<file path="src/hw/rtl/bpm_pkg.sv">
// Shared types and constants for the battery protection monitor.
// Item structs, configuration and state groups, fault bit positions.
// No dependencies.
`default_nettype none

package bpm_pkg;

  localparam int NUM_CELLS_DEF = 16;
  localparam int CELL_W        = 16;  // width of the cell masks on the result item
  localparam int SAMPLE_W      = 24;
  localparam int FAULT_W       = 8;
  localparam int CFG_IDX_W     = 3;
  localparam int CFG_DATA_W    = 32;

  // fault register bit positions
  localparam int F_CELL_OVP = 0;
  localparam int F_CELL_UVP = 1;
  localparam int F_SHORT    = 2;
  localparam int F_CHG_OCP  = 3;
  localparam int F_DSG_OCP  = 4;
  localparam int F_CHG_OTP  = 5;
  localparam int F_DSG_OTP  = 6;
  localparam int F_CHG_UTP  = 7;

  typedef enum logic [1:0] {
    REQ_CELL    = 2'd0,
    REQ_CURRENT = 2'd1,
    REQ_TEMP    = 2'd2
  } req_type_t;

  typedef enum logic [CFG_IDX_W-1:0] {
    CFG_OVP      = 3'd0,
    CFG_UVP      = 3'd1,
    CFG_SHORT    = 3'd2,
    CFG_CHG_OCP  = 3'd3,
    CFG_DSG_OCP  = 3'd4,
    CFG_CHG_HOT  = 3'd5,
    CFG_DSG_HOT  = 3'd6,
    CFG_CHG_COLD = 3'd7
  } cfg_idx_t;

  typedef struct packed {
    logic [1:0]                 req_type;
    logic [3:0]                 cell_index;
    logic signed [SAMPLE_W-1:0] sample_value;
  } in_item_t;

  typedef struct packed {
    logic [FAULT_W-1:0] fault_flags;
    logic               charge_off_req;
    logic               discharge_off_req;
    logic [CELL_W-1:0]  overvolt_cells;
    logic [CELL_W-1:0]  undervolt_cells;
  } out_item_t;

  typedef struct packed {
    logic [31:0]                ovp_thresholds;
    logic [31:0]                uvp_thresholds;
    logic signed [SAMPLE_W-1:0] short_limit_ma;
    logic signed [SAMPLE_W-1:0] chg_overcurrent_ma;
    logic signed [SAMPLE_W-1:0] dsg_overcurrent_ma;
    logic [31:0]                chg_hot_thresholds;
    logic [31:0]                dsg_hot_thresholds;
    logic [31:0]                chg_cold_thresholds;
  } bpm_cfg_t;

  typedef struct packed {
    logic [CELL_W-1:0]  ov_mask;
    logic [CELL_W-1:0]  uv_mask;
    logic [FAULT_W-1:0] faults;
  } bpm_state_t;

endpackage

`default_nettype wire

</file>
<file path="src/hw/rtl/battery_protection_monitor_core.sv">
// Top level of the battery protection monitor: input register, evaluation,
// protection state and result register. Uses bpm_pkg, bpm_cfg_regs, bpm_eval.
//
//   channel | direction | handshake          | payload
//   --------+-----------+--------------------+-------------------------------
//   in_     | in        | in_valid / in_stall | in_item   (in_item_t)
//   out_    | out       | out_valid/out_stall | out_item  (out_item_t)
//   cfg_    | in        | cfg_valid/cfg_ready | cfg_index, cfg_data
//
// One item per cycle sustained while out_stall is low; an accepted item moves
// from the input register into the result register, which drives out_item.
// The state update and the compares sit between those two registers, so the
// next item in the input register always sees the state left by the one before.
// rst_n is synchronous: it clears masks, faults, configuration and both valids.
// A stalled output holds the result register; the input register then fills
// and in_stall rises. cfg_ready is always high.
`default_nettype none

module battery_protection_monitor_core
  import bpm_pkg::*;
#(
  parameter int NUM_CELLS = NUM_CELLS_DEF
)
(
  input  wire logic                  clk,
  input  wire logic                  rst_n,

  input  wire logic                  in_valid,
  output logic                       in_stall,
  input  wire in_item_t              in_item,

  output logic                       out_valid,
  input  wire logic                  out_stall,
  output out_item_t                  out_item,

  input  wire logic                  cfg_valid,
  output logic                       cfg_ready,
  input  wire logic [CFG_IDX_W-1:0]  cfg_index,
  input  wire logic [CFG_DATA_W-1:0] cfg_data
);

  localparam int MASK_W = (NUM_CELLS < CELL_W) ? NUM_CELLS : CELL_W;

  bpm_cfg_t   cfg;
  bpm_state_t cur_state, nxt_state;
  out_item_t  res;

  logic              s1_valid_r;
  in_item_t          s1_item_r;
  logic              out_valid_r;
  out_item_t         out_item_r;
  logic [MASK_W-1:0] ov_mask_r;
  logic [MASK_W-1:0] uv_mask_r;
  logic [FAULT_W-1:0] fault_r;

  logic out_adv;   // result register may load
  logic s1_adv;    // item in the input register moves on
  logic in_take;   // new item accepted

  // Configuration: always ready; written only while the block is idle, by the user; the block does not enforce it.
  assign cfg_ready = 1'b1;

  bpm_cfg_regs u_cfg (
    .clk      (clk),
    .rst_n    (rst_n),
    .wr_en    (cfg_valid && cfg_ready),
    .wr_index (cfg_index),
    .wr_data  (cfg_data),
    .cfg      (cfg)
  );

  // Widen the stored masks to the item width; bits above the cell count read zero.
  always_comb begin
    cur_state.ov_mask             = '0;
    cur_state.uv_mask             = '0;
    cur_state.ov_mask[MASK_W-1:0] = ov_mask_r;
    cur_state.uv_mask[MASK_W-1:0] = uv_mask_r;
    cur_state.faults              = fault_r;
  end

  bpm_eval #(
    .NUM_CELLS (NUM_CELLS)
  ) u_eval (
    .item (s1_item_r),
    .cfg  (cfg),
    .cur  (cur_state),
    .nxt  (nxt_state),
    .res  (res)
  );

  // Handshake: the result register frees when empty or taken; the input
  // register frees when empty or when its item moves into the result register.
  assign out_adv  = !out_valid_r || !out_stall;
  assign s1_adv   = s1_valid_r && out_adv;
  assign in_stall = s1_valid_r && !out_adv;
  assign in_take  = in_valid && !in_stall;

  always_ff @(posedge clk) begin
    if (!rst_n) begin
      s1_valid_r  <= 1'b0;
      out_valid_r <= 1'b0;
      ov_mask_r   <= '0;
      uv_mask_r   <= '0;
      fault_r     <= '0;
    end else begin
      // input register: load a new item, or drop the one that moved on
      if (in_take) begin
        s1_valid_r <= 1'b1;
      end else if (s1_adv) begin
        s1_valid_r <= 1'b0;
      end
      // result register valid
      if (out_adv) begin
        out_valid_r <= s1_valid_r;
      end
      // advance the protection state with the item that is evaluated
      if (s1_adv) begin
        ov_mask_r <= nxt_state.ov_mask[MASK_W-1:0];
        uv_mask_r <= nxt_state.uv_mask[MASK_W-1:0];
        fault_r   <= nxt_state.faults;
      end
    end
  end

  // Payload registers: no reset needed.
  always_ff @(posedge clk) begin
    if (in_take) begin
      s1_item_r <= in_item;
    end
    if (s1_adv) begin
      out_item_r <= res;
    end
  end

  assign out_valid = out_valid_r;
  assign out_item  = out_item_r;

  // ---------------------------------------------------------------------
  // Assertions
  // ---------------------------------------------------------------------

  // The cell fault flags always agree with the masks carried on the item.
  a_ovp_flag_matches_mask : assert property (@(posedge clk) disable iff (!rst_n)
    out_valid_r |-> (out_item_r.fault_flags[F_CELL_OVP] == (|out_item_r.overvolt_cells)))
    else $error("cell ovp flag disagrees with over-voltage mask");

  a_uvp_flag_matches_mask : assert property (@(posedge clk) disable iff (!rst_n)
    out_valid_r |-> (out_item_r.fault_flags[F_CELL_UVP] == (|out_item_r.undervolt_cells)))
    else $error("cell uvp flag disagrees with under-voltage mask");

  // Short circuit is sticky until reset.
  a_short_sticky : assert property (@(posedge clk) disable iff (!rst_n)
    ($past(rst_n) && $past(fault_r[F_SHORT])) |-> fault_r[F_SHORT])
    else $error("short-circuit fault cleared without reset");

  // Stall the input only while an item waits in the input register.
  a_stall_needs_item : assert property (@(posedge clk) disable iff (!rst_n)
    in_stall |-> (s1_valid_r && out_valid_r && out_stall))
    else $error("input stalled with no item held");

endmodule

`default_nettype wire

</file>
<file path="src/hw/rtl/bpm_cfg_regs.sv">
// Configuration register file of the battery protection monitor.
// Depends on bpm_pkg for the register index codes and the bpm_cfg_t group.
`default_nettype none

module bpm_cfg_regs
  import bpm_pkg::*;
(
  input  wire logic                  clk,
  input  wire logic                  rst_n,
  input  wire logic                  wr_en,
  input  wire logic [CFG_IDX_W-1:0]  wr_index,
  input  wire logic [CFG_DATA_W-1:0] wr_data,
  output bpm_cfg_t                   cfg
);

  bpm_cfg_t cfg_r;

  always_ff @(posedge clk) begin
    if (!rst_n) begin
      cfg_r <= '0;
    end else if (wr_en) begin
      unique case (cfg_idx_t'(wr_index))
        CFG_OVP:      cfg_r.ovp_thresholds      <= wr_data;
        CFG_UVP:      cfg_r.uvp_thresholds      <= wr_data;
        CFG_SHORT:    cfg_r.short_limit_ma      <= signed'(wr_data[SAMPLE_W-1:0]);
        CFG_CHG_OCP:  cfg_r.chg_overcurrent_ma  <= signed'(wr_data[SAMPLE_W-1:0]);
        CFG_DSG_OCP:  cfg_r.dsg_overcurrent_ma  <= signed'(wr_data[SAMPLE_W-1:0]);
        CFG_CHG_HOT:  cfg_r.chg_hot_thresholds  <= wr_data;
        CFG_DSG_HOT:  cfg_r.dsg_hot_thresholds  <= wr_data;
        CFG_CHG_COLD: cfg_r.chg_cold_thresholds <= wr_data;
        default:      cfg_r <= cfg_r;
      endcase
    end
  end

  assign cfg = cfg_r;

endmodule

`default_nettype wire

</file>
<file path="src/hw/rtl/bpm_eval.sv">
// Single-pass evaluation of one measurement item against the thresholds.
// Produces the next protection state and the result item.
// Depends on bpm_pkg.
`default_nettype none

module bpm_eval
  import bpm_pkg::*;
#(
  parameter int NUM_CELLS = NUM_CELLS_DEF
)
(
  input  wire in_item_t   item,
  input  wire bpm_cfg_t   cfg,
  input  wire bpm_state_t cur,
  output bpm_state_t      nxt,
  output out_item_t       res
);

  localparam int MASK_W = (NUM_CELLS < CELL_W) ? NUM_CELLS : CELL_W;
  localparam logic [5:0] NUM_CELLS_V = 6'(NUM_CELLS);

  logic signed [SAMPLE_W:0]   s_ext;      // sample widened for compares with unsigned mV
  logic signed [SAMPLE_W-1:0] s;
  logic signed [SAMPLE_W:0]   ov_set_t, ov_rel_t, uv_set_t, uv_rel_t;
  logic signed [SAMPLE_W-1:0] chot_set_t, chot_rel_t, dhot_set_t, dhot_rel_t;
  logic signed [SAMPLE_W-1:0] cold_set_t, cold_rel_t;
  logic                       cell_ok;
  logic                       ov_set, ov_rel, uv_set, uv_rel;
  logic [CELL_W-1:0]          ov_m, uv_m;
  logic [FAULT_W-1:0]         f;
  logic                       chg_off, dsg_off;

  assign s     = item.sample_value;
  assign s_ext = {s[SAMPLE_W-1], s};

  assign ov_set_t = signed'({9'd0, cfg.ovp_thresholds[31:16]});
  assign ov_rel_t = signed'({9'd0, cfg.ovp_thresholds[15:0]});
  assign uv_set_t = signed'({9'd0, cfg.uvp_thresholds[31:16]});
  assign uv_rel_t = signed'({9'd0, cfg.uvp_thresholds[15:0]});

  assign chot_set_t = signed'({{8{cfg.chg_hot_thresholds[31]}}, cfg.chg_hot_thresholds[31:16]});
  assign chot_rel_t = signed'({{8{cfg.chg_hot_thresholds[15]}}, cfg.chg_hot_thresholds[15:0]});
  assign dhot_set_t = signed'({{8{cfg.dsg_hot_thresholds[31]}}, cfg.dsg_hot_thresholds[31:16]});
  assign dhot_rel_t = signed'({{8{cfg.dsg_hot_thresholds[15]}}, cfg.dsg_hot_thresholds[15:0]});
  assign cold_set_t =
    signed'({{8{cfg.chg_cold_thresholds[31]}}, cfg.chg_cold_thresholds[31:16]});
  assign cold_rel_t =
    signed'({{8{cfg.chg_cold_thresholds[15]}}, cfg.chg_cold_thresholds[15:0]});

  assign cell_ok = ({2'b00, item.cell_index} < NUM_CELLS_V);

  // set test wins over release when the bands overlap
  assign ov_set = (s_ext >= ov_set_t);
  assign ov_rel = (s_ext <= ov_rel_t);
  assign uv_set = (s_ext <= uv_set_t);
  assign uv_rel = (s_ext >= uv_rel_t);

  always_comb begin
    ov_m    = cur.ov_mask;
    uv_m    = cur.uv_mask;
    f       = cur.faults;
    chg_off = 1'b0;
    dsg_off = 1'b0;

    unique case (item.req_type)
      REQ_CELL: begin
        for (int i = 0; i < MASK_W; i++) begin
          if (cell_ok && (item.cell_index == 4'(i))) begin
            if (ov_set)      ov_m[i] = 1'b1;
            else if (ov_rel) ov_m[i] = 1'b0;
            if (uv_set)      uv_m[i] = 1'b1;
            else if (uv_rel) uv_m[i] = 1'b0;
          end
        end
        f[F_CELL_OVP] = |ov_m;
        f[F_CELL_UVP] = |uv_m;
        chg_off       = |ov_m;
        dsg_off       = |uv_m;
      end
      REQ_CURRENT: begin
        if (s <= cfg.short_limit_ma) begin
          f[F_SHORT] = 1'b1;
          chg_off    = 1'b1;
          dsg_off    = 1'b1;
        end else begin
          f[F_CHG_OCP] = (s >= cfg.chg_overcurrent_ma);
          f[F_DSG_OCP] = (s <= cfg.dsg_overcurrent_ma);
          chg_off      = f[F_CHG_OCP];
          dsg_off      = f[F_DSG_OCP];
        end
      end
      REQ_TEMP: begin
        if (s >= chot_set_t) begin
          f[F_CHG_OTP] = 1'b1;
          chg_off      = 1'b1;
        end else if (s <= chot_rel_t) begin
          f[F_CHG_OTP] = 1'b0;
        end
        if (s >= dhot_set_t) begin
          f[F_DSG_OTP] = 1'b1;
          dsg_off      = 1'b1;
        end else if (s <= dhot_rel_t) begin
          f[F_DSG_OTP] = 1'b0;
        end
        if (s <= cold_set_t) begin
          f[F_CHG_UTP] = 1'b1;
          chg_off      = 1'b1;
        end else if (s >= cold_rel_t) begin
          f[F_CHG_UTP] = 1'b0;
        end
      end
      default: begin
        // unused request code: state holds, no requests
      end
    endcase
  end

  assign nxt.ov_mask = ov_m;
  assign nxt.uv_mask = uv_m;
  assign nxt.faults  = f;

  assign res.fault_flags       = f;
  assign res.charge_off_req    = chg_off;
  assign res.discharge_off_req = dsg_off;
  assign res.overvolt_cells    = ov_m;
  assign res.undervolt_cells   = uv_m;

endmodule

`default_nettype wire

</file>
<file path="config.mk">
export PLATFORM = sky130hd
export DESIGN_NAME = battery_protection_monitor_core
export DESIGN_NICKNAME = d
export VERILOG_FILES = /design/src/hw/rtl/bpm_pkg.sv /design/src/hw/rtl/battery_protection_monitor_core.sv /design/src/hw/rtl/bpm_cfg_regs.sv /design/src/hw/rtl/bpm_eval.sv
export SDC_FILE = /design/constraint.sdc
export NUM_CORES = 1
export LEC_CHECK = 0
export BUFFER_PORTS_ARGS = -buffer_cell sky130_fd_sc_hd__buf_2
export CAP_MARGIN = 20
export CORE_MARGIN = 2
export CORE_UTILIZATION = 55
export CTS_CLUSTER_SIZE = 14
export DETAILED_ROUTE_END_ITERATION = 8
export GPL_TIMING_DRIVEN = 0
export PLACE_DENSITY = 0.84
export SLEW_MARGIN = 5
export SYNTH_ARGS = -nofsm -noshare
export SYNTH_HDL_FRONTEND = slang
export SYNTH_SLANG_ARGS = --single-unit
</file>
<file path="constraint.sdc">
create_clock -name clk -period 3.89 [get_ports clk]
set_clock_uncertainty 0.2 [all_clocks]
set_input_delay 0.5835 -clock clk [delete_from_list [all_inputs] [get_ports clk]]
set_output_delay 0.5835 -clock clk [all_outputs]
set_load 0.01 [all_outputs]
</file>
# After elaboration in Yosys (flattened, before gate mapping)
# Cells that the tools add are included.
totals:
  reg_bits: 346
  inputBits: 70
  output_inout_bits: 45
classes:
  n_lt_le_gt_ge: 13
  eq_ne: 24
  mux: 150
  reduce_logical: 22
op_table:
  columns: ["operator", "count"]
  rows:
  - ["two-way mux 1 bit", 142]
  - ["greater-or-equal comparator 24 x 16 -> 1 bit", 3]
  - ["less-or-equal comparator 24 x 16 -> 1 bit", 3]
  - ["greater-or-equal comparator 24 x 17 -> 1 bit", 2]
  - ["less-or-equal comparator 24 x 17 -> 1 bit", 2]
  - ["less-or-equal comparator 24 bit", 2]
  - ["equality test 4 bit, second input constant", 8]
  - ["two-way mux 16 bit", 2]
  - ["OR reduction 16 bit", 2]
  - ["greater-or-equal comparator 24 bit", 1]
  - ["equality test 4 x 3 -> 1 bit, second input constant", 4]
  - ["AND reduction 2 bit", 8]
  - ["equality test 3 bit, second input constant", 4]
  - ["equality test 4 x 2 -> 1 bit, second input constant", 2]
  - ["equality test 3 x 2 -> 1 bit, second input constant", 2]
  - ["two-way mux 3 bit", 2]
  - ["one-hot mux 1 bit (3 select lines)", 2]
  - ["equality test 4 x 1 -> 1 bit, second input constant", 1]
  - ["logical NOT 1 bit", 4]
  - ["logical NOT 4 bit", 1]
  - ["two-way mux 2 bit", 2]
  - ["equality test 3 x 1 -> 1 bit, second input constant", 1]
  - ["logical AND 1 bit", 3]
  - ["logical NOT 3 bit", 1]
  - ["other kinds (5)", 5]

# Depth between registers and ports, before layout
# Gate-level depths: netlist (run 1).
depth:
  word_depth: 7
  ltp_mapped: 12
  depth_no_buf: 11

# By module
# From an unflattened synthesis (run 1), not the netlist that was laid out.
hier_totals:
  cells_unflattened: 2246
  hier_area_um2: 20838.7
by_module_without_submodules:
  columns: ["mod", "n_inst", "cells_per_inst", "area_per_inst_um2", "seq_area_each_um2"]
  rows:
  - ["bpm_eval", 1, 1196, 8582.0, 0.0]
  - ["bpm_cfg_regs", 1, 794, 8361.8, 4644.5]
  - ["battery_protection_monitor_core", 1, 256, 3895.0, 3002.9]

# Least setup slack after synthesis (run 1)
# OpenSTA, ideal clock, no wires.
synth_timing:
  kind: "reg-to-reg"
  start: "reg s1_item_r[13] in the netlist's numbering"
  end: "reg out_item_r, in the netlist out_item[38] (data pin)"
  setup_time_ps: 262
  t_arrival_ps: 2583
  path_slack_ps: 844
  path_stages_with_launch: 11
  path_buffers: 1
  period_less_slack_ps: 3046
  path_cell_list: "edfxtp_1 ha_1 nand4_1 or4_1 nor2_1 o211ai_1 nand4b_1 and3b_1 clkbuf_1 and2_1 mux2_1"
synth_rtl:
  columns: ["item", "line", "source"]
  rows:
  - ["start: declaration", "battery_protection_monitor_core.sv:49", "in_item_t s1_item_r;"]
  - ["start signal: assignment", "battery_protection_monitor_core.sv:128", "s1_item_r <= in_item;"]
  - ["end signal: assignment", "battery_protection_monitor_core.sv:131", "out_item_r <= res;"]
  - ["end: declaration", "battery_protection_monitor_core.sv:51", "out_item_t out_item_r;"]

# Worst setup path in the final report (run 1)
layout_timing:
  start: "reg s1_item_r[9] in the netlist's numbering"
  end: "reg out_item_r, in the netlist out_item[33] (data pin)"
layout_via:
  elab_chain_cells: 7
layout_rtl:
  columns: ["item", "line", "source"]
  rows:
  - ["less-or-equal comparator 24 x 17 -> 1 bit", "bpm_eval.sv:54", "assign ov_rel = (s_ext <= ov_rel_t);"]
  - ["two-way mux 1 bit", "bpm_eval.sv:70", "else if (ov_rel) ov_m[i] = 1'b0;"]
  - ["two-way mux 1 bit", "bpm_eval.sv:69", "if (ov_set) ov_m[i] = 1'b1;"]
  - ["two-way mux 1 bit", "bpm_eval.sv:68", "if (cell_ok && (item.cell_index == 4'(i))) begin"]
  - ["two-way mux 1 bit", "bpm_eval.sv:65", "unique case (item.req_type)"]
  - ["OR reduction 16 bit", "bpm_eval.sv:77", "chg_off = |ov_m;"]
  - ["one-hot mux 1 bit (3 select lines) *", "bpm_eval.sv:65", null]
  - ["net u_eval.chg_off", "bpm_eval.sv:31", "logic chg_off, dsg_off;"]
# The timed path passes the listed nets; every way through them passes the cells marked *. The select of a mux whose other input is x is not followed.
# A chain may end at the register's enable or synchronous reset.

==> results of run 1 <==
-- what timing repair did --
action / in CTS / in global routing
pin swaps: 0 / 1
gates resized for setup: 3 / 5
hold buffers: 25 / 2
endpoints found under the hold margin: 25 / 2
setup endpoints to repair: 38 / 3
setup buffers: 56 / 21
-- layout make-up --
type	count	area, sq um
buffer	123	504
clock buffer	59	1190
clock inverter	12	124
fill	2950	12800
inverter	238	897
multi-input combinational	1771	11100
sequential	346	7650
tap	468	586
timing repair buffer	193	1440
-- report_power, final --
| group | total [mW] | internal (mW) | switching, mW |
|---|---|---|---|
| Clock | 3.81 | 2.25 | 1.56 |
| Sequential | 3.85 | 3.78 | 0.0767 |
| Combinational | 1.31 | 0.494 | 0.819 |
| Total | 8.97 | 6.52 | 2.45 |
-- worst max-delay path, delay by kind of cell, from the launching register on --
| family | cells | cell delay [ns] |
|---|---|---|
| simple gates | 6 | 1.45 |
| compound gates | 2 | 0.61 |
| flops | 1 | 0.54 |
| fa+ha+maj | 1 | 0.37 |
| buf+inv | 1 | 0.33 |
-- cell usage after synthesis, types with 29 or more instances --
master	n	area (sq um)
sky130_fd_sc_hd__nand2_1	591	2220
sky130_fd_sc_hd__a21oi_1	333	1670
sky130_fd_sc_hd__ha_1	280	3500
sky130_fd_sc_hd__dfxtp_1	274	5490
sky130_fd_sc_hd__inv_1	238	893
sky130_fd_sc_hd__clkbuf_1	93	349
sky130_fd_sc_hd__nor2_1	85	319
sky130_fd_sc_hd__edfxtp_1	72	2160
sky130_fd_sc_hd__o21ai_0	62	310
sky130_fd_sc_hd__nand4_1	49	307
sky130_fd_sc_hd__a21o_1	43	323
sky130_fd_sc_hd__nand3_1	30	150
sky130_fd_sc_hd__nor3_1	29	145
-- state kept, by name (all words and copies together), names as in the netlist --
register    cells
u_cfg.cfg     232
out_item       42
s1_item_r      30
ov_mask_r      16
uv_mask_r      16
fault_r         8
out_valid       1
s1_valid_r      1
-- stage by stage --
step / cells / setup WS (ns) / hold WS (ns) / instance area [sq um]
3_5_place_dp: 3035 / -0.410 / 0.247 / 21200
6_report: 3210 / 0.120 / 0.0100 / 23500
2_1_floorplan: 2478 / 0.844 / 0.234 / 20100
4_1_cts: 3187 / 0.0129 / 0.000283 / 23300
5_1_grt: 3210 / 0.0479 / 0.00289 / 23500
3_3_place_gp: 3033 / -0.445 / 0.242 / 21100
-- kinds of logic after synthesis --
logic type | Yosys count | share of synthesized area [%]
AND/OR/NAND/NOR | 888 | 19.2
AO/OA/AOI/OAI | 595 | 18.0
buffers and inverters | 361 | 6.94
flip-flops | 346 | 38.0
adder cells (fa/ha/maj) | 280 | 17.4
multiplexers | 6 | 0.311
other | 1 | 0.0187
XOR/XNOR | 1 | 0.0436
-- worst max-delay path by stage --
stage                     cells after the start               startpoint                      to  slack (ns)
after floorplan                              10  s1_item_r[13]$_DFFE_PP_  out_item[38]$_DFFE_PP_        0.84
after global placement                       10  s1_item_r[19]$_DFFE_PP_  out_item[33]$_DFFE_PP_       -0.44
after detailed placement                     10  s1_item_r[18]$_DFFE_PP_  out_item[33]$_DFFE_PP_       -0.41
after CTS                                     9   s1_item_r[4]$_DFFE_PP_  out_item[33]$_DFFE_PP_        0.01
after global routing                         11  s1_item_r[16]$_DFFE_PP_  out_item[33]$_DFFE_PP_        0.05
final                                        10   s1_item_r[9]$_DFFE_PP_  out_item[33]$_DFFE_PP_        0.12
-- routing by layer --
layer	GRT usage [%]	up-vias	wire length (um)
met5	0	-	0
met4	23.9	0	5160
met3	9.65	330	8020
met2	53.5	1088	29000
met1	41.6	9104	24800
li1	-	9004	-
-- cell usage in the layout, fill, tap and decap left out, drive strengths merged, types with 5 or more instances in the layout --
cell and n:
a31oi 5, a21boi 7, clkinv 5, nand2b 24, a21o 43, nand2 591
a211oi 18, nor2b 27, nor3 29, clkbuf 176, or4 6, dlygate4sd3 27
buf 172, o21a 18, o211a 10, and3 5, nor2 86, ha 280
a2111oi 8, and2 5, edfxtp 72, o22ai 5, o21ai 63, dfxtp 274
nor4 10, a22o 28, and4 11, a311oi 5, nand3 30, a21oi 333
inv 239, nand4 49, o211ai 13, or2 6
==> flow_results.org, run 1 <==
** Outcome
- The run finished with clean final reports.

** Synth
- Share of flip-flops with an asynchronous set or reset after synthesis :: 0%
- In the synthesized netlist the dominant register cell turns out to be sky130_fd_sc_hd__dfxtp_1.
- Number of enable flip-flop cells after synthesis :: 72
- Counting every net in the synthesized netlist gives 2828.
- The Yosys step of the flow raised 0 warnings.
- In this run, distinct cell masters in the synthesized netlist total 73.
- Yosys reg bits :: 346
- Post-synthesis instance area :: 20100 sq um
- Post-Syn Area per Cell :: 8.11 sq um
- Fraction of the yosys area taken by sequential cells :: 38.0%
- Synthesis produced a netlist whose cell count is 2478.

** Setup path
- Category of the critical setup timing path :: reg -> reg
- Largest fanout on the critical path :: 6
- Kind of end point of the critical path :: flip-flop
- In this run the critical register-to-register path is launched from s1_item_r[9]$_DFFE_PP_.
- Critical Path AT :: 3.88 ns
- The largest single stage delay on the critical path is 0.54 ns.
- STA classifies the critical path startpoint as a flip-flop.
- Logic depth of the worst register-to-register path :: 10
- Critical-path cell with the highest stage delay :: sky130_fd_sc_hd__edfxtp_1
- Data required time at the worst endpoint :: 4.00 ns
- Worst path cell trace :: ha_1 -> nand4_1 -> or4_1 -> nor2_1 -> o211ai_1 -> nand4b_1 -> and3b_1 -> clkbuf_1 -> nand3_1 -> a211o_1
- For flop-to-flop paths, the worst setup slack is 0.12 ns.
- Destination of the worst register-to-register timing path :: out_item[33]$_DFFE_PP_

** Min path
- For hold timing, the worst endpoint is s1_item_r[17]$_DFFE_PP_.
- Counting instances, the worst hold path has a depth of 1.
- The worst hold path belongs to the class in -> reg.
- In this run the most critical hold path is launched from in_item[17].

** Clock tree
- CTS tree :: yes
- Sink Count :: 346
- Post-CTS clock slew at the launch and capture registers of the worst setup and hold paths :: 0.06 ns
- H-tree levels :: 2
- Cell chosen for the clock root :: sky130_fd_sc_hd__clkbuf_16
- For the worst-skew pair, the clock arrives at the later sink with an insertion delay of 0.57 ns.
- Maximum buffer depth of the clock tree :: 3
- Cts bufs inserted :: 40

** Place
- Routability congestion estimate from global placement :: 0.983
- Count of port buffers added during placement :: 87
- Once detailed placement completed, the half-perimeter wirelength came to 44700 um.

** Route
- Violation count after the first detailed-route iteration :: 1797
- For this run, design rule violations remaining after detail routing come to 0.
- Avg WL per Cell :: 20.8 um
- In this run the remaining antenna-violating nets after routing total 0.
- The first detailed-routing pass ran for 5 iterations.
- Wire length after detailed routing :: 66900 um
- After detailed routing, the number of vias per cell comes to 6.08.
- Vias :: 19500

** STA
- The final hold violation count came to 0.
- In the finished design, the share of the clock period the worst path needs comes to 96.9%.
- Worst-case headroom to the max-slew limit :: 24.4%
- The count of pins over their slew limit is 0.
- Final setup vio count :: 0
- For this run, the top clock speed supported by timing is 265 MHz.
- Accumulated negative setup slack :: 0 ns
- Final critical path time including I/O delays and setup :: 3.77 ns
- Tightest Pin Transition :: 1.13 ns
- Setup repair after global routing left no endpoint under its margin.

** Cells and area
- Syn-to-layout area delta :: 16.9%
- Cells with a size suffix above 1 make up 10.1% of the layout.
- The final layout contains 3063 nets.
- The number of antenna diodes in the final layout is 0.
- Core occupancy in the finished layout :: 64.8%

** Power
- VDD sags by at most 0.352 mV.
- Cell area power density :: 382 nW/um^2
- Summed over all cells, the static leakage comes to 8.92 nW.
- Tot Pwr :: 8.97 mW

** Flow run
- The tool flagged a number of max-cap violations equal to 0.

** Floorplan
- 115 I/O pins were placed.
- Floorplan die area :: 38100 sq um
- In this run the vertical extent of the chip is 195 um.
- Number of rows in the core area :: 70
- Starting Density :: 55.4%
- Std-Cell Core Area :: 36300 sq um
- In this run the horizontal extent of the chip is 195 um.

** Global routing
- Overall routing resource usage :: 34.5%
- Vias in the first global route :: 18700
- Entering global routing, the biggest net connects 41 pins.
- Grt total ovfl :: 0
- The first global-routing pass estimated 101000 um of wire.
- The initial antenna violation count is 0.
No activity file was read; power rests on OpenSTA's default activity.
==> inputs of run 2 (changes only) <==
--- a/config.mk
+++ b/config.mk
@@ -8,11 +8,13 @@
 export BUFFER_PORTS_ARGS = -buffer_cell sky130_fd_sc_hd__buf_2
 export CAP_MARGIN = 20
 export CORE_MARGIN = 2
-export CORE_UTILIZATION = 55
+export CORE_UTILIZATION = 50
 export CTS_CLUSTER_SIZE = 14
 export DETAILED_ROUTE_END_ITERATION = 8
 export GPL_TIMING_DRIVEN = 0
-export PLACE_DENSITY = 0.84
+export PLACE_DENSITY = 0.78
+export RECOVER_POWER = 100
+export SETUP_SLACK_MARGIN = 0.5
 export SLEW_MARGIN = 5
 export SYNTH_ARGS = -nofsm -noshare
 export SYNTH_HDL_FRONTEND = slang
==> run 2 against run 1 <==
  * The flow now finishes with violations (max-capacitance violations, max-slew violations)
  * Final cell count increased by 2.2%
  * Final area rose by 1.1%
  * Combinational power barely moved
  * Largest power group unchanged
  * Utilization fell by 5.0 points
  * Clock power about the same
  * Setup slack improved by 0.13 ns
  * Global-route usage shrank 1.9 points
  * Register-to-register slack better by 0.13 ns
  * Critical path type unchanged
==> flow_results.org, run 2 (synthesis gave the netlist of run 1 again) <==
** Outcome
- The flow ran to the end, but the final reports show violations.
- The final reports fail on max-capacitance violations, max-slew violations.

** Global routing
- The met3 layer usage reported by global route was 6.71% (-2.9 points).
- Met1 Track Usage GR :: 41.8% (+0.20 points)
- The global route total overflow came to 0 (unchanged).
- Global-route wire length before repair :: 103000 um (+2.3%)
- The initial antenna violation count is 2 (+2).
- Overall routing resource usage :: 32.6% (-1.9 points)
- Global Route met2 Usage :: 51.5% (-2.1 points)
- The maximum number of pins on one net before global-route repair is 36 (-12%).
- The via count of the first global-routing pass is 18400 (-2.1%).
- In this run the most used layer during global routing was met2.

** Floorplan
- Y dimension of the die :: 205 um (+4.8%)
- The area of the die was 41800 sq um (+9.8%).
- Number of rows in the core area :: 73 (+4.3%)
- The number of I/O pins came to 115 (unchanged).
- The width of the chip is 205 um (+4.8%).
- Std-Cell Core Area :: 39700 sq um (+9.6%)
- The effective utilization at floorplan came to 50.6% (-4.8 points).

** Flow run
- Max Cap Viol :: 1 (+1)

** STA
- Final critical path time including I/O delays and setup :: 3.64 ns (-0.129 ns)
- The worst setup slack after layout is 0.249 ns (+0.129 ns).
- WHS :: 0.0123 ns (+0.00230 ns)
- Worst-case headroom to the max-slew limit :: -0.810% (-25 points)
- Count of final max-slew check failures :: 19 (+19)
- Setup repair after global routing could not meet its margin everywhere.
- The total negative slack was 0 ns (unchanged).
- Hold Violations, Final :: 0 (unchanged)
- Final setup vio count :: 0 (unchanged)
- The share of the clock period used by the worst path is 93.6% (-3.3 points).
- Max Clk Rate :: 275 MHz (+3.5%)
- Tightest Pin Transition :: 1.51 ns (+0.387 ns)

** Clock tree
- The total clock sinks came to 346 (unchanged).
- The clock-pin slew reported for the worst setup and hold paths after clock tree synthesis is 0.06 ns (about the same).
- Cell chosen for the clock root :: sky130_fd_sc_hd__clkbuf_16
- Cts bufs inserted :: 39 (-2.5%)
- The depth of the CTS H-tree came to 2 (unchanged).
- The number of buffers on the longest clock path is 3 (unchanged).
- TritonCTS built the clock tree.
- The clock latency reported for the late side of the worst-skew pair came to 0.59 ns (+0.02 ns).

** Power
- Cell area power density :: 380 nW/um^2 (-0.49%)
- The leakage component of the power is 8.85 nW (-0.82%).
- The maximum vdd ir drop is 0.343 mV (-2.5%).
- Tot Pwr :: 9.02 mW (+0.59%)

** Cells and area
- The library cells used most frequently in the layout, excluding fill and tap cells, are 589 x sky130_fd_sc_hd__nand2_1, 330 x sky130_fd_sc_hd__a21oi_1, 276 x sky130_fd_sc_hd__ha_1.
- The library cell used most frequently in the layout, excluding fill and tap cells, is sky130_fd_sc_hd__nand2_1.
- Max FFs per register :: 232 (unchanged)
- The fraction of layout cells with a size suffix above 1 was 9.36% (-0.77 points).
- From synthesis to final layout, the design area changed by 18.1%.
- Final instance count without filler cells :: 3282 (+2.2%)
- Final Instance Area :: 23700 sq um (+1.1%)
- The utilization after layout came to 59.8% (-5.0 points).
- The layout net count was 3076 (+0.42%).

** Setup path
- Delay of the slowest cell on the worst path :: 0.52 ns (-0.02 ns)
- Category of the critical setup timing path :: reg -> reg
- Worst path cell trace :: clkbuf_2 -> ha_1 -> nand4_1 -> nor2_1 -> a21oi_1 -> o211a_1 -> a31oi_1 -> a21oi_1 -> a211o_1
- Launching element type of the critical path :: flip-flop
- Kind of end point of the critical path :: flip-flop
- By instance count, the cell type seen most on the critical path is sky130_fd_sc_hd__a21oi_1.
- Largest fanout on the critical path :: 9 (+3)
- Critical Path AT :: 3.74 ns (-0.14 ns)
- Critical-path cell with the highest stage delay :: sky130_fd_sc_hd__a31oi_1
- The required time of the critical path was 3.99 ns (about the same).

** Route
- Avg WL per Cell :: 20.9 um (+0.34%)
- The initial detailed-routing violation count is 1799 (+0.11%).
- Count of unresolved DRC violations after routing :: 0 (unchanged)
- The wire length after detailed routing is 68600 um (+2.6%).
- Count of TritonRoute iterations in the first routing pass :: 6 (+1)
- The residual antenna-violating net count after detailed routing came to 0 (unchanged).
- Vias per Instance :: 5.94 (-2.4%)
- Vias :: 19500 (-0.24%)

** Place
- Instance count after placement with tap cells included :: 3093 (+1.9%)
- The instance area at placement was 21300 sq um (+0.43%).
- The number of buffers inserted by port buffering came to 87 (unchanged).
- The worst-case setup slack after placement is -0.612 ns (-0.202 ns).
- The weighted congestion reported at the end of routability-driven placement is 0.946 (-3.8%).
- The estimated wirelength of the detail-placed design is 45500 um (+1.9%).

** Min path
- Classification of the worst-slack hold path :: in -> reg
==> run 2: changes by cell type in the layout (fill, tap and decap cells not counted), sizes merged, moves of 2 or more <==
cell	previous run	this run
bufinv	2	4
dlygate4sd3	27	29
buf	172	127
clkbuf	176	222
diode	0	2
clkinv	5	13
==> run 2: area by class of cell <==
| cell class | instances | area (sq um) |
|---|---|---|
| Antenna cell | 2 | 5.00 |
| Buffer | 123 | 512 |
| Clock buffer | 48 | 1070 |
| Clock inverter | 22 | 234 |
| Fill cell | 3422 | 16000 |
| Inverter | 238 | 897 |
| Multi-Input combinational cell | 1771 | 11200 |
| Sequential cell | 346 | 7650 |
| Tap cell | 525 | 657 |
| Timing Repair Buffer | 207 | 1490 |
==> run 2: worst max-delay path: cells and delay by family, from the launching register on <==
family                   cells  cell delay [ns]
AO/OA/AOI/OAI                5             1.44
adder cells (fa/ha/maj)      1             0.45
buffers and inverters        1             0.41
flip-flops                   1             0.51
AND/OR/NAND/NOR              2             0.35
==> run 2: final timing paths <==
| path | startpoint | end | slack [ns] | depth (start not counted) |
|---|---|---|---|---|
| hold reg to reg | u_cfg.cfg[151]$_SDFFE_PN0P_ | u_cfg.cfg[151]$_SDFFE_PN0P_ | 0.25 | 2 |
| setup reg to reg | s1_item_r[20]$_DFFE_PP_ | out_item[33]$_DFFE_PP_ | 0.25 | 9 |
| hold / removal | in_item[14] | s1_item_r[14]$_DFFE_PP_ | 0.01 | 1 |
| setup / recovery | s1_item_r[20]$_DFFE_PP_ | out_item[33]$_DFFE_PP_ | 0.25 | 9 |
==> run 2: metal layers <==
metal  wire length [um]  vias up  part of all wire, %
met1              26900     9265                   39
li1                   -     9014                    -
met4               4180        0                  6.1
met5                  0        -                    0
met2              30100      955                   44
met3               7450      246                   11
==> run 2: power breakdown <==
group / leakage [nW] / switching, mW / total (mW) / internal, mW
Clock: 0.644 / 1.60 / 3.83 / 2.23
Sequential: 2.92 / 0.0719 / 3.85 / 3.78
Combinational: 5.28 / 0.839 / 1.34 / 0.503
==> run 2: what timing repair did <==
action                                  in CTS  in global routing
hold endpoints to repair                    29                  0
hold buffers                                29                  0
pin swaps                                    6                 13
endpoints found under the setup margin      80                 37
buffers inserted                            75                 12
gates resized for setup                     18                 36
cloned                                       0                  0
==> inputs of run 3 (changes only) <==
--- a/config.mk
+++ b/config.mk
@@ -9,6 +9,7 @@
 export CAP_MARGIN = 20
 export CORE_MARGIN = 2
 export CORE_UTILIZATION = 50
+export CTS_BUF_LIST = sky130_fd_sc_hd__clkbuf_4
 export CTS_CLUSTER_SIZE = 14
 export DETAILED_ROUTE_END_ITERATION = 8
 export GPL_TIMING_DRIVEN = 0
==> run 3 against run 2 <==
  * Worst hold slack gained 0.021 ns
  * Largest power group unchanged
  * Via count grew 2.1%
  * Highest routed layer unchanged
  * Critical path depth grew 3
  * The run still ends with max-capacitance violations, max-slew violations left
  * Register-to-register slack gained 0.02 ns
==> flow_results.org, run 3 (synthesis gave the netlist of run 1 again) <==
** Clock tree
- Latest clock arrival within the worst-skew pair :: 0.83 ns (+0.24 ns)
- The clock-pin slew reported for the worst setup and hold paths after clock tree synthesis was 0.08 ns (+0.02 ns).
- The total clock sinks is 346 (unchanged).
- TritonCTS built the clock tree.
- Clock tree synthesis selected as its root buffer the cell sky130_fd_sc_hd__clkbuf_4.
- The total clock buffers created by CTS is 95 (+140%).
- Maximum buffer depth of the clock tree :: 3 (unchanged)
- H-tree levels :: 3 (+1)

** STA
- The transition time at the pin with the least slew margin is 1.58 ns (+0.0653 ns).
- Accumulated negative setup slack :: 0 ns (unchanged)
- Count of final max-slew check failures :: 19 (unchanged)
- Setup repair after global routing could not meet its margin everywhere.
- The final hold violation count came to 0 (unchanged).
- WHS :: 0.0329 ns (+0.0206 ns)
- The timing-limited maximum frequency came to 276 MHz (+0.50%).
- Final critical path time including I/O delays and setup :: 3.62 ns (-0.0181 ns)
- Share of the clock period used by the worst path after layout :: 93.1% (-0.47 points)
- Final setup vio count :: 0 (unchanged)
- The headroom to the max-slew limit came to -5.16% (-4.4 points).

** Cells and area
- Final Net Count :: 3160 (+2.7%)
- Commonest non-fill, non-tap cell in the layout :: sky130_fd_sc_hd__nand2_1
- The fill cell total of the finished layout came to 3474 (+1.5%).
- The post-layout instance area came to 24000 sq um (+0.92%).
- Leading cell types in the layout, fill and taps excluded :: 589 x sky130_fd_sc_hd__nand2_1, 331 x sky130_fd_sc_hd__a21oi_1, 279 x sky130_fd_sc_hd__ha_1
- Syn-to-layout area delta :: 19.2%
- The flip-flop count of the largest register, all copies and words added came to 232 (unchanged).
- The fraction of layout cells with a size suffix above 1 came to 11.9% (+2.5 points).
- The filler-free cell count of the finished design came to 3417 (+4.1%).

** Place
- The count of placed standard cells including taps was 3093 (unchanged).
- Placed cell areas :: 21300 sq um (unchanged)
- Count of port buffers added during placement :: 87 (unchanged)
- Routability congestion estimate from global placement :: 0.946 (unchanged)
- The estimated wirelength of the detail-placed design was 45500 um (unchanged).

** Floorplan
- Die width :: 205 um (unchanged)
- The effective utilization at floorplan is 50.6% (unchanged).
- The area of the die came to 41800 sq um (unchanged).
- The row count was 73 (unchanged).
- The height of the chip came to 205 um (unchanged).
- Std-Cell Core Area :: 39700 sq um (unchanged)
- The number of I/O pins was 115 (unchanged).

** Setup path
- The most numerous cell type found on the critical path is sky130_fd_sc_hd__clkbuf_1.
- Critical-path cell with the highest stage delay :: sky130_fd_sc_hd__edfxtp_1
- The critical path buffer and inverter count was 4 (+3).
- Cell family with the largest share of critical-path delay :: simple AND/OR/NAND/NOR gates
- The stage delay of the slowest cell on the critical path came to 0.44 ns (-0.08 ns).
- Launching element type of the critical path :: flip-flop
- Critical Path AT :: 3.94 ns (+0.20 ns)
- Walking the worst path, the cells encountered are clkbuf_16 -> nor4_4 -> clkbuf_1 -> and4_1 -> nand3b_4 -> a31oi_4 -> clkbuf_1 -> buf_6 -> a2bb2oi_1 -> o21ai_2 -> nand2_2 -> mux2_4.
- The depth of the critical timing path with buffers and inverters included is 12 (+3).
- The count of cells along the worst register-to-register path is 12 (+3).
- Largest fanout on the critical path :: 10 (+1)
- Kind of end point of the critical path :: flip-flop
- Data required time at the worst endpoint :: 4.21 ns (+0.22 ns)
- The critical path is of the reg -> reg type.

** Power
- The leakage component of the power is 9.09 nW (+2.8%).
- Part of the total power dissipated in combinational logic :: 15.9% (+1.0 points)
- Clk pwr share :: 39.3% (-3.2 points)
- Tot Pwr :: 8.59 mW (-4.8%)
- Worst ir drop on vdd :: 0.266 mV (-22%)
- The reported net switching power is 2.58 mW (+2.5%).
- The switching share of power is 30.0% (+2.1 points).
- The internal power came to 6.02 mW (-7.6%).
- The portion of total power attributed to sequential cells came to 44.8% (+2.2 points).
- The power density normalized to cell area came to 359 nW/um^2 (-5.6%).

** Outcome
- Violated checks :: max-capacitance violations, max-slew violations
- Run status :: complete, but fails checks

** Global routing
- Overall routing resource usage :: 32.7% (+0.19 points)
- Number of antenna violations at the first check in global routing :: 3 (+1)
- Maximum number of pins on one net before global-route repair :: 36 (unchanged)
- The via count of the first global-routing pass came to 19000 (+3.8%).
- The global-route wire length before repair came to 104000 um (+0.71%).
- Grt total ovfl :: 0 (unchanged)

** Route
- Wire length after detailed routing :: 69100 um (+0.71%)
- The detailed-route DRC error count is 0 (unchanged).
- The total via count after detailed routing was 19900 (+2.1%).
- Detail Route Antenna Nets :: 0 (unchanged)
- Avg WL per Cell :: 20.2 um (-3.3%)
- Count of TritonRoute iterations in the first routing pass :: 6 (unchanged)
- The initial detailed-routing violation count is 1824 (+1.4%).
- The via density per instance is 5.82 (-2.0%).

** Min path
- Classification of the worst-slack hold path :: in -> reg
- Worst hold path depth :: 3 (+2)

** Flow run
- The number of max-cap violations is 1 (unchanged).
==> run 3: changes by cell type in the layout (fill, tap and decap cells not counted), sizes merged <==
cell	change
clkinvlp	-1
bufinv	-2
clkinv	+25
dlygate4sd3	+23
diode	+1
clkbuf	+86
buf	+4
inv	-1
==> run 3: worst min-delay path: cells and delay by family <==
kind | cells | cell delay [ns]
AND/OR/NAND/NOR | 1 | 0.13
AO/OA/AOI/OAI | 1 | 0.06
buffers and inverters | 1 | 0.25
==> run 3: repair_timing <==
action,in CTS,in global routing
buffers inserted,80,12
pin swaps,8,19
setup endpoints to repair,81,34
endpoints found under the hold margin,123,0
hold buffers,52,0
gates resized for setup,28,39
==> run 3: final cells by class <==
cell class	count	area (sq um)	share of cell area (%)
Antenna cell	3	7.51	0.0313
Timing Repair Buffer	235	1730	7.21
Tap cell	525	657	2.74
Clock buffer	133	998	4.17
Inverter	238	897	3.74
Buffer	123	532	2.22
Multi-Input combinational cell	1771	11300	47.0
Clock inverter	43	224	0.935
Sequential cell	346	7650	31.9
==> run 3: metrics by stage <==
| stage | setup WS (ns) | util, % |
|---|---|---|
| 3_5_place_dp | -0.612 | 53.5 |
| 5_1_grt | 0.202 | 60.3 |
| 2_1_floorplan | 0.844 | - |
| 3_3_place_gp | -0.648 | 53.3 |
| 6_report | 0.267 | 60.3 |
| 4_1_cts | 0.476 | 60.0 |
==> run 3: worst paths after layout <==
path	start	end	slack (ns)
worst max register to register	s1_item_r[23]$_DFFE_PP_	out_item[35]$_DFFE_PP_	0.27
worst min-delay path	cfg_data[21]	u_cfg.cfg[221]$_SDFFE_PN0P_	0.03
worst min register to register	u_cfg.cfg[151]$_SDFFE_PN0P_	u_cfg.cfg[151]$_SDFFE_PN0P_	0.25
worst max-delay path	s1_item_r[23]$_DFFE_PP_	out_item[35]$_DFFE_PP_	0.27
==> run 3: power by group through the flow <==
stage	Clock (mW)	Combinational, mW	Sequential (mW)
after detailed placement	0	1.06	4.01
after global placement	0	1.00	4.02
after floorplan	0	0.708	3.94
final	3.38	1.37	3.85
after global routing	3.60	1.48	3.85
after CTS	3.40	1.31	3.84
==> run 3: layer usage <==
| metal | GRT usage (%) | share of wire (%) | up-vias |
|---|---|---|---|
| met5 | 0 | 0 | - |
| met4 | 20.3 | 6.6 | 0 |
| met3 | 7.40 | 10 | 284 |
| met2 | 51.4 | 44 | 1054 |
| met1 | 40.9 | 39 | 9300 |
| li1 | - | - | 9246 |
